File: src/hw/rtl/dpsg_pkg.sv
// shared types and constants for the dual sound chip register write decoder
package dpsg_pkg;

    localparam int PORT_W    = 8;
    localparam int DATA_W    = 8;
    localparam int PERIOD_W  = 10;
    localparam int VOLUME_W  = 4;
    localparam int HOLD_W    = 3;
    localparam int CHANNEL_W = 2;
    localparam int LREG_W    = 3;
    localparam int NUM_CHIPS = 2;
    localparam int SLOTS     = 8;
    localparam int IN_TDATA_W  = 16;
    localparam int OUT_TDATA_W = 32;

    localparam logic [PORT_W-1:0]    PORT_CHIP0    = 8'h01;
    localparam logic [PORT_W-1:0]    PORT_CHIP1    = 8'h02;
    localparam logic [CHANNEL_W-1:0] NOISE_CHANNEL = 2'd3;
    localparam logic [VOLUME_W-1:0]  VOL_SILENT    = 4'hF;
    localparam logic                 KIND_PERIOD   = 1'b0;
    localparam logic                 KIND_VOLUME   = 1'b1;

    typedef struct packed {
        logic [DATA_W-1:0] write_data;
        logic [PORT_W-1:0] port_address;
    } in_word_t;

    typedef struct packed {
        logic [HOLD_W-1:0]    hold_count;
        logic [VOLUME_W-1:0]  min_volume;
        logic [VOLUME_W-1:0]  volume;
        logic [PERIOD_W-1:0]  period;
        logic [CHANNEL_W-1:0] channel;
        logic                 chip_index;
        logic                 accepted;
    } out_word_t;

endpackage

File: src/hw/rtl/dpsg_in_stage.sv
// input register stage holding one accepted write word
module dpsg_in_stage
    import dpsg_pkg::*;
(
    input  logic     aclk,
    input  logic     aresetn,
    input  logic     s_tvalid,
    output logic     s_tready,
    input  in_word_t s_word,
    input  logic     advance,
    output logic     in_vld,
    output in_word_t in_word
);

    logic     vld_reg, vld_next;
    in_word_t word_reg, word_next;

    // take a new word when empty or whenever the held one moves on this cycle
    assign s_tready = !vld_reg || advance;

    always_comb begin
        vld_next  = vld_reg;
        word_next = word_reg;
        if (s_tready) begin
            vld_next  = s_tvalid;
            word_next = s_word;
        end
    end

    always_ff @(posedge aclk) begin
        if (!aresetn) begin
            vld_reg <= 1'b0;
        end else begin
            vld_reg <= vld_next;
        end
    end

    always_ff @(posedge aclk) begin
        word_reg <= word_next;
    end

    assign in_vld  = vld_reg;
    assign in_word = word_reg;

endmodule

File: src/hw/rtl/dpsg_core.sv
// chip register file, latch/data decode and result register
module dpsg_core
    import dpsg_pkg::*;
#(
    parameter int HOLD_RELOAD = 6
) (
    input  logic      aclk,
    input  logic      aresetn,
    input  logic      in_vld,
    input  in_word_t  in_word,
    output logic      advance,
    output logic      m_tvalid,
    input  logic      m_tready,
    output out_word_t m_word
);

    logic [LREG_W-1:0]   lreg_reg [NUM_CHIPS];
    logic [PERIOD_W-1:0] period_reg [SLOTS];
    logic [VOLUME_W-1:0] volume_reg [SLOTS];
    logic [VOLUME_W-1:0] minvol_reg [SLOTS];
    logic [HOLD_W-1:0]   hold_reg [SLOTS];

    logic      out_vld_reg, out_vld_next;
    out_word_t res_reg, res_next;

    logic                 hit, chip, is_latch, kind;
    logic [DATA_W-1:0]    data;
    logic [LREG_W-1:0]    lr_cur, lr_new;
    logic [CHANNEL_W-1:0] ch;
    logic [2:0]           slot;
    logic [PERIOD_W-1:0]  per_cur, per_new;
    logic [VOLUME_W-1:0]  vol_cur, vol_new, min_cur, min_new;
    logic [HOLD_W-1:0]    hold_cur, hold_new;
    logic                 wr_en;

    assign advance = in_vld && (!out_vld_reg || m_tready);

    always_comb begin
        data     = in_word.write_data;
        hit      = (in_word.port_address == PORT_CHIP0) ||
                   (in_word.port_address == PORT_CHIP1);
        chip     = (in_word.port_address == PORT_CHIP1);
        is_latch = data[7];
        kind     = data[4];
        lr_cur   = lreg_reg[chip];
        lr_new   = is_latch ? {data[6:5], kind} : lr_cur;
        ch       = lr_new[LREG_W-1:1];
        slot     = {chip, ch};
        per_cur  = period_reg[slot];
        vol_cur  = volume_reg[slot];
        min_cur  = minvol_reg[slot];
        hold_cur = hold_reg[slot];
        per_new  = per_cur;
        vol_new  = vol_cur;
        min_new  = min_cur;
        hold_new = hold_cur;
        if (is_latch) begin
            if (kind == KIND_PERIOD) begin
                per_new = {per_cur[PERIOD_W-1:4], data[3:0]};
            end else begin
                vol_new = data[3:0];
                if (vol_new < min_cur) begin
                    min_new = vol_new;
                end
                if (vol_new != VOL_SILENT) begin
                    hold_new = HOLD_W'(HOLD_RELOAD);
                end
            end
        end else if (lr_cur[0] == KIND_PERIOD) begin
            // noise channel keeps only three bits, upper bits cleared
            if (ch == NOISE_CHANNEL) begin
                per_new = {7'd0, data[2:0]};
            end else begin
                per_new = {data[5:0], per_cur[3:0]};
            end
        end
        wr_en = advance && hit;
    end

    always_comb begin
        res_next = '0;
        if (hit) begin
            res_next.accepted   = 1'b1;
            res_next.chip_index = chip;
            res_next.channel    = ch;
            res_next.period     = per_new;
            res_next.volume     = vol_new;
            res_next.min_volume = min_new;
            res_next.hold_count = hold_new;
        end
        out_vld_next = out_vld_reg;
        if (advance) begin
            out_vld_next = 1'b1;
        end else if (m_tready) begin
            out_vld_next = 1'b0;
        end
    end

    always_ff @(posedge aclk) begin
        if (!aresetn) begin
            out_vld_reg <= 1'b0;
            for (int i = 0; i < NUM_CHIPS; i++) begin
                lreg_reg[i] <= '0;
            end
            for (int i = 0; i < SLOTS; i++) begin
                period_reg[i] <= '0;
                volume_reg[i] <= '0;
                minvol_reg[i] <= VOL_SILENT;
                hold_reg[i]   <= '0;
            end
        end else begin
            out_vld_reg <= out_vld_next;
            if (wr_en) begin
                lreg_reg[chip]   <= lr_new;
                period_reg[slot] <= per_new;
                volume_reg[slot] <= vol_new;
                minvol_reg[slot] <= min_new;
                hold_reg[slot]   <= hold_new;
            end
        end
    end

    always_ff @(posedge aclk) begin
        if (advance) begin
            res_reg <= res_next;
        end
    end

    assign m_tvalid = out_vld_reg;
    assign m_word   = res_reg;

    a_adv_gives_word: assert property (@(posedge aclk) disable iff (!aresetn)
        advance |=> out_vld_reg)
        else $error("advanced word did not reach the result register");

    a_miss_is_zero: assert property (@(posedge aclk) disable iff (!aresetn)
        (out_vld_reg && !res_reg.accepted) |-> (res_reg == '0))
        else $error("ignored port produced nonzero result");

    a_latch_channel: assert property (@(posedge aclk) disable iff (!aresetn)
        (advance && hit && is_latch) |=> (res_reg.channel == $past(data[6:5])))
        else $error("latch did not select the written channel");

    a_vol_min: assert property (@(posedge aclk) disable iff (!aresetn)
        (advance && hit && is_latch && kind == KIND_VOLUME) |=>
            (res_reg.min_volume <= res_reg.volume))
        else $error("minimum volume above new volume");

endmodule

File: src/hw/rtl/dual_psg_register_write_decoder.sv
// top level of the dual sound chip register write decoder
//
// channel | dir | word contents (lsb first)
// s_*     | in  | port_address[7:0], write_data[15:8]
// m_*     | out | accepted, chip_index, channel, period, volume, min_volume, hold_count
//
// one word per cycle sustained while m_tready is high; an accepted word passes through the
// input register, then the decode into the result register, before it is on m_tdata
// per-chip state updates in the same edge the result loads, so back-to-back
// words see each other's writes
// synchronous active-low reset clears latch indexes, periods, volumes and holds,
// and sets minimum volumes to silent
// m_tready low stalls the result; the input register still takes one more word if it is empty
module dual_psg_register_write_decoder
    import dpsg_pkg::*;
#(
    parameter int HOLD_RELOAD = 6
) (
    input  logic                   aclk,
    input  logic                   aresetn,
    input  logic                   s_tvalid,
    output logic                   s_tready,
    // [7:0] port_address, [15:8] write_data
    input  logic [IN_TDATA_W-1:0]  s_tdata,
    output logic                   m_tvalid,
    input  logic                   m_tready,
    // [0] accepted, [1] chip_index, [3:2] channel, [13:4] period,
    // [17:14] volume, [21:18] min_volume, [24:22] hold_count, rest zero
    output logic [OUT_TDATA_W-1:0] m_tdata
);

    in_word_t  s_word, in_word;
    out_word_t m_word;
    logic      in_vld, advance;

    assign s_word = in_word_t'(s_tdata);

    dpsg_in_stage u_in (
        .aclk     (aclk),
        .aresetn  (aresetn),
        .s_tvalid (s_tvalid),
        .s_tready (s_tready),
        .s_word   (s_word),
        .advance  (advance),
        .in_vld   (in_vld),
        .in_word  (in_word)
    );

    dpsg_core #(
        .HOLD_RELOAD (HOLD_RELOAD)
    ) u_core (
        .aclk     (aclk),
        .aresetn  (aresetn),
        .in_vld   (in_vld),
        .in_word  (in_word),
        .advance  (advance),
        .m_tvalid (m_tvalid),
        .m_tready (m_tready),
        .m_word   (m_word)
    );

    assign m_tdata = {{(OUT_TDATA_W - $bits(out_word_t)){1'b0}}, m_word};

endmodule
File: config.mk
export PLATFORM = sky130hd
export DESIGN_NAME = dual_psg_register_write_decoder
export DESIGN_NICKNAME = d
export VERILOG_FILES = /design/src/hw/rtl/dpsg_pkg.sv /design/src/hw/rtl/dpsg_in_stage.sv /design/src/hw/rtl/dpsg_core.sv /design/src/hw/rtl/dual_psg_register_write_decoder.sv
export SDC_FILE = /design/constraint.sdc
export NUM_CORES = 1
export LEC_CHECK = 0
export BUFFER_PORTS_ARGS = -buffer_cell sky130_fd_sc_hd__buf_4
export CAP_MARGIN = 40
export CORE_UTILIZATION = 45
export DETAILED_ROUTE_END_ITERATION = 12
export SLEW_MARGIN = 20
export SYNTH_ARGS = -nofsm -noshare
export SYNTH_HDL_FRONTEND = slang
export SYNTH_SLANG_ARGS = --single-unit
export TNS_END_PERCENT = 10
File: constraint.sdc
create_clock -name aclk -period 3 [get_ports aclk]
set_input_delay 0.15 -clock aclk [delete_from_list [all_inputs] [get_ports aclk]]
set_output_delay 0.15 -clock aclk [all_outputs]
set_load 0.01 [all_outputs]
==> results.yml, run 1 <==
routing:
  drt_iter0_drc: 573
  drc: 0
  drt-total-wl_um: 28700
  drt-wirelength-per-cell_um: 22.7
  via_per_inst: 5.76
  firstDrtPassIters: 5
  vias: 7281
  antenna_left: 0
clock_network:
  clk_pin_slew_ns: 0.06
  cts_tree: "done"
  cts_made_buffers: 24
  clk_latency_ns: 0.53
  cts.sinks: 217
  cts-root-buf: "clkbuf_16"
  htree_levels: 1
  cts_buffer_depth: 3
synth:
  synth-edff-count: 215
  ys_seq_elements: 217
  seq_area_frac_synth_pct: 65.0
  synthFlopType: "edfxtp_1"
  synth_cell_types: 67
  syn_inst: 806
  postSynth.asyncResetShare_pct: 0
  syn_area_um2: 9990
  syn_area_per_cell_um2: 12.4
  ys_warn_count: 0
die:
  rows: 54
  dieArea_um2: 22800
  coreArea_um2: 21800
  die_w_um: 151
  initial_core_util_pct: 45.8
  fp.dieH_um: 151
  num_io_pins: 54
timing:
  worst_pin_slew_ns: 0.760
  fin_crit_sh_pct: 116
  fin_crit_ns: 3.48
  report.final.slew_viol_count: 0
  fmax_mhz: 287
  whs_ns: 0.117
  finalClockSkew_ns: 0.0179
  setup_ws_ns: -0.480
  slew_headroom_pct: 49.3
  setup_violations: 78
  hold_violations: 0
  rsz0062_at_grt: "yes"
critical_path:
  end_kind: "register"
  startpoint: "u_in.in_word[2]"
  worstPathArrival_ns: 3.86
  critPathMaxFanout: 5
  r2r_start: "u_in.in_word[2]"
  path_class: "reg -> reg"
  crit_required_ns: 3.38
  crit_path_start_kind: "register"
power_and_ir_drop:
  p_leak_nw: 4.67
  power_density_nw_per_um2: 561
  finalPower_mw: 7.09
  ir_worst_vdd_uv: 356
final_layout:
  final_core_util_pct: 57.9
  largest_register_ffs: 80
  mostFrequentLayoutCell: "edfxtp_1"
  final_cell_mix: "215 x edfxtp_1, 150 x nor2_1, 139 x buf_4, 100 x nand2_1, 38 x mux2i_1"
  drive_gt1_share_pct: 28.6
  fillers: 1747
  diodes: 0
  final_cells: 1265
  fin_nets: 992
  syn_to_final_growth_pct: 26.5
status:
  violations: "negative setup slack"
  run_status: "complete, but fails checks"
global_routing:
  grt_max_degree: 29
  antenna_found_initial: 0
  grt_usage_pct: 26.0
  grt.overflow.total: 0
  grt_pass1_wl_um: 43400
  grt_pass1_vias: 7536
placed_design:
  dpl_worst_slack_ns: -0.463
  gp_congestion: 0.962
  dp_cells: 1183
  hpwl_um: 17900
  io_buffers: 46
hold_path:
  min-delay-start: "m_tready"
  hold_class: "in -> reg"
run:
  cap_violations: 0
final cells by class:
| class | instances | area [µm²] | share of cell area [%] |
|---|---|---|---|
| clock inverter | 12 | 116 | 0.921 |
| timing repair buffer | 180 | 1570 | 12.4 |
| multi-input combinational | 536 | 3440 | 27.2 |
| inverter | 10 | 42.5 | 0.337 |
| clock buffer | 30 | 623 | 4.93 |
| tap | 280 | 350 | 2.77 |
| sequential | 217 | 6500 | 51.4 |
power by group:
group          switching, mW  internal (mW)  total [mW]
Clock                   1.18           1.64        2.82
Combinational          0.471          0.340       0.812
Sequential            0.0449           3.42        3.46
critical path, stage by stage (launching register included):
cell and delay [ns]:
edfxtp_1 0.42, or4b_4 0.58, nor4_4 0.24, buf_4 0.17, nor3_4 0.06, buf_6 0.15
mux2i_1 0.12, mux2i_1 0.22, ha_1 0.27, o211ai_1 0.28, nand2_4 0.11, o41ai_4 0.07
buf_4 0.19, mux2_4 0.35, nor2_2 0.10
cells by family (layout without fill, tap and decap cells):
logic type	Yosys count	in the layout	share of synthesized area, %
xor+xnor	1	1	0.0877
fa+ha+maj	3	3	0.376
flops	217	217	65.0
compound gates	96	96	7.85
simple gates	368	368	17.2
buf+inv	61	232	3.09
other cells	1	7	0.0375
mux	59	61	6.34
timing repair:
| item | CTS | global route |
|---|---|---|
| endpoints found under the setup margin | 80 | 217 |
| gates cloned | 2 | 0 |
| setup buffers | 12 | 5 |
| pin swaps | 10 | 15 |
| hold buffers | 20 | 0 |
| resized for setup | 18 | 43 |
| hold endpoints to repair | 18 | 0 |
per-stage QoR:
step           TNS (ns)  area, µm²
5_1_grt          -22.91      12600
3_5_place_dp     -14.79      11300
2_1_floorplan    -11.99      10000
6_report         -14.07      12600
4_1_cts          -18.66      12400
3_3_place_gp     -10.29      11300
cell usage after synthesis, types with 3 or more instances:
master / number / area [µm²]
a211oi_1: 9 / 67.6
a21o_1: 3 / 22.5
a21oi_1: 22 / 110
a221oi_2: 4 / 60.1
a31oi_1: 14 / 87.6
a31oi_4: 3 / 63.8
and2_1: 5 / 31.3
and3_1: 9 / 56.3
buf_1: 5 / 18.8
buf_2: 15 / 75.1
buf_4: 12 / 90.1
clkbuf_1: 17 / 63.8
edfxtp_1: 215 / 6460
ha_1: 3 / 37.5
inv_1: 8 / 30.0
mux2_2: 14 / 158
mux2i_1: 43 / 430
nand2_1: 113 / 424
nand2b_1: 3 / 18.8
nand3_1: 16 / 80.1
nand3_2: 3 / 30.0
nor2_1: 152 / 571
nor2b_1: 9 / 56.3
nor3_1: 27 / 135
nor3b_1: 9 / 67.6
nor4b_1: 3 / 26.3
o21ai_0: 11 / 55.1
o22ai_2: 6 / 75.1
o31a_1: 4 / 35.0
per-layer routing:
metal  GRT usage (%)  share of wire [%]
met1            33.6                 41
met2            43.9                 48
met3            3.49                6.7
met4            11.2                4.0
met5               0                  0
final timing paths:
kind	slack, ns	cells past startpoint	end
hold / removal	0.12	3	u_in.in_word[9]
setup / recovery	-0.48	14	u_core.m_word[20]
hold reg to reg	0.70	2	u_core.lreg_reg[1][0]
setup reg to reg	-0.48	14	u_core.m_word[20]
Power figures use the tool's default switching activity.
==> run 2, diff against run 1 <==
==> constraint.sdc (replaced) <==
create_clock -name aclk -period 3 [get_ports aclk]
set_input_delay 0.3 -clock aclk [delete_from_list [all_inputs] [get_ports aclk]]
set_output_delay 0.3 -clock aclk [all_outputs]
set_load 0.01 [all_outputs]
==> results.yml, run 2 (synthesis results as in run 1) <==
critical_path:
  worstPathArrival_ns: 3.76
  r2r_start: "u_in.in_word[0]"
  crit_path_start_kind: "register"
  end_kind: "register"
  rr_worst_depth: 12
  crit_path_end: "u_core.m_word[20]"
  cp_slowest_cell: "or4b_4"
  path_class: "reg -> reg"
  r2r_slack_ns: -0.37
  path_depth: 12
  crit_top_cell: "mux2i_1"
  crit_chain: "or4b_4, nor4_4, buf_4, nor3_4, mux2i_1, mux2i_1, ha_1, a21oi_2, nand2_2, o41ai_4, mux2_4, nor2_1"
  critical-path-top-delay-family: "simple AND/OR/NAND/NOR gates"
  max_stage_delay_ns: 0.54
  startpoint: "u_in.in_word[0]"
  crit_required_ns: 3.39
  critPathMaxFanout: 9
  critPathBufInv: 1
  reg2reg_to: "u_core.m_word[20]"
power_and_ir_drop:
  power_density_nw_per_um2: 582
  ir_worst_vdd_uv: 342
  p_leak_nw: 4.59
global_routing:
  grt.overflow.total: 0
  antenna_found_initial: 0
  grt_pass1_wl_um: 42100
  grt_max_degree: 29
  grt_usage_pct: 25.2
  grt_pass1_vias: 7204
die:
  die_w_um: 151
  num_io_pins: 54
  dieArea_um2: 22800
  rows: 54
  initial_core_util_pct: 45.8
  fp.dieH_um: 151
  coreArea_um2: 21800
timing:
  finalClockSkew_ns: 0.00735
  fin_tns_setup_ns: -10.92
  setup_violations: 68
  setup_ws_ns: -0.369
  report.final.slew_viol_count: 0
  worst_pin_slew_ns: 0.722
  hold_violations: 0
  slew_headroom_pct: 51.8
  fin_crit_ns: 3.37
  rsz0062_at_grt: "yes"
  fin_crit_sh_pct: 112
  fmax_mhz: 297
status:
  run_status: "complete, but fails checks"
  violations: "negative setup slack"
final_layout:
  syn_to_final_growth_pct: 24.1
  diodes: 0
  largest_register_ffs: 80
  register_area_um2: 6500
  stdcell_area_um2: 12400
  multi_input_area_um2: 3310
  fin_nets: 973
  final_core_util_pct: 56.8
  fillers: 1837
  drive_gt1_share_pct: 26.2
  final_cells: 1247
  final_cell_mix: "215 x edfxtp_1, 151 x nor2_1, 134 x buf_4, 110 x nand2_1, 40 x mux2i_1"
  mostFrequentLayoutCell: "edfxtp_1"
run:
  cap_violations: 0
clock_network:
  cts.sinks: 217
  cts_tree: "done"
  cts_buffer_depth: 3
  cts_made_buffers: 24
  clk_latency_ns: 0.53
  clk_pin_slew_ns: 0.06
  cts-root-buf: "clkbuf_16"
  htree_levels: 1
routing:
  antenna_left: 0
  drc: 0
  drt-total-wl_um: 27800
  via_per_inst: 5.71
  drt_iter0_drc: 546
  firstDrtPassIters: 5
  drt-wirelength-per-cell_um: 22.3
  vias: 7124
hold_path:
  hold_class: "in -> reg"
placed_design:
  hpwl_um: 17900
  placed_cell_area_um2: 11300
  gp_congestion: 0.936
  dp_cells: 1184
  dpl_worst_slack_ns: -0.512
  io_buffers: 46
-- run 2: cell count changes in the layout (fill, tap and decap cells not counted), sizes merged --
cell	change
buf	-13
clkinv	+2
dlygate4sd3	-4
clkbuf	-1
bufinv	+2
mux2	-2
inv	-2
-- run 2: how the worst min path moves through the flow --
| stage | cells past startpoint | slack, ns | startpoint | to |
|---|---|---|---|---|
| floorplan | 0 | 0.40 | s_tdata[0] | u_in.in_word[0] |
| global placement | 1 | 0.48 | s_tdata[14] | u_in.in_word[14] |
| detailed placement | 1 | 0.48 | s_tdata[9] | u_in.in_word[9] |
| CTS | 3 | 0.01 | s_tvalid | u_in.in_vld |
| global route | 3 | 0.07 | s_tvalid | u_in.in_vld |
| finish | 3 | 0.02 | s_tvalid | u_in.in_vld |
-- run 2: metrics by stage --
stage / hold slack [ns] / total power, mW
2_1_floorplan: 0.399 / 3.92
3_3_place_gp: 0.480 / 4.22
3_5_place_dp: 0.479 / 4.24
4_1_cts: 0.0118 / 7.26
5_1_grt: 0.0683 / 7.43
6_report: 0.0234 / 7.21
-- run 2: report_power, final --
group	total [mW]	switching (mW)	leakage [nW]	internal, mW
Combinational	0.754	0.446	2.08	0.308
Sequential	3.46	0.0444	2.11	3.42
Clock	3.00	1.18	0.398	1.81
Total	7.21	1.67	4.59	5.54
-- run 2: cell type report --
cell class,instances,share of cell area [%]
well taps,280,2.83
clock buffers,29,5.00
repair buffers,163,11.3
inverters,10,0.313
multi-input cells,534,26.7
clock inverters,14,1.45
flip-flops and latches,217,52.4
-- run 2: worst register-to-register path: stages, from the launching register on --
cell      delay [ns]
edfxtp_1        0.44
or4b_4          0.54
nor4_4          0.27
buf_4           0.18
nor3_4          0.06
mux2i_1         0.15
mux2i_1         0.23
ha_1            0.31
a21oi_2         0.18
nand2_2         0.09
o41ai_4         0.30
mux2_4          0.39
nor2_1          0.11
-- run 2: routing by layer --
metal	GRT usage, %	routed length [µm]
met5	0	0
met4	9.70	1130
met3	3.04	1670
met2	43.0	13500
met1	32.9	11500
-- run 2: what timing repair did --
| item | in CTS | in global routing |
|---|---|---|
| buffers inserted | 3 | 1 |
| hold endpoints to repair | 16 | 0 |
| setup endpoints to repair | 87 | 186 |
| gates cloned | 0 | 0 |
| pin swaps | 10 | 10 |
| hold buffers | 16 | 0 |
| gates resized for setup | 9 | 8 |
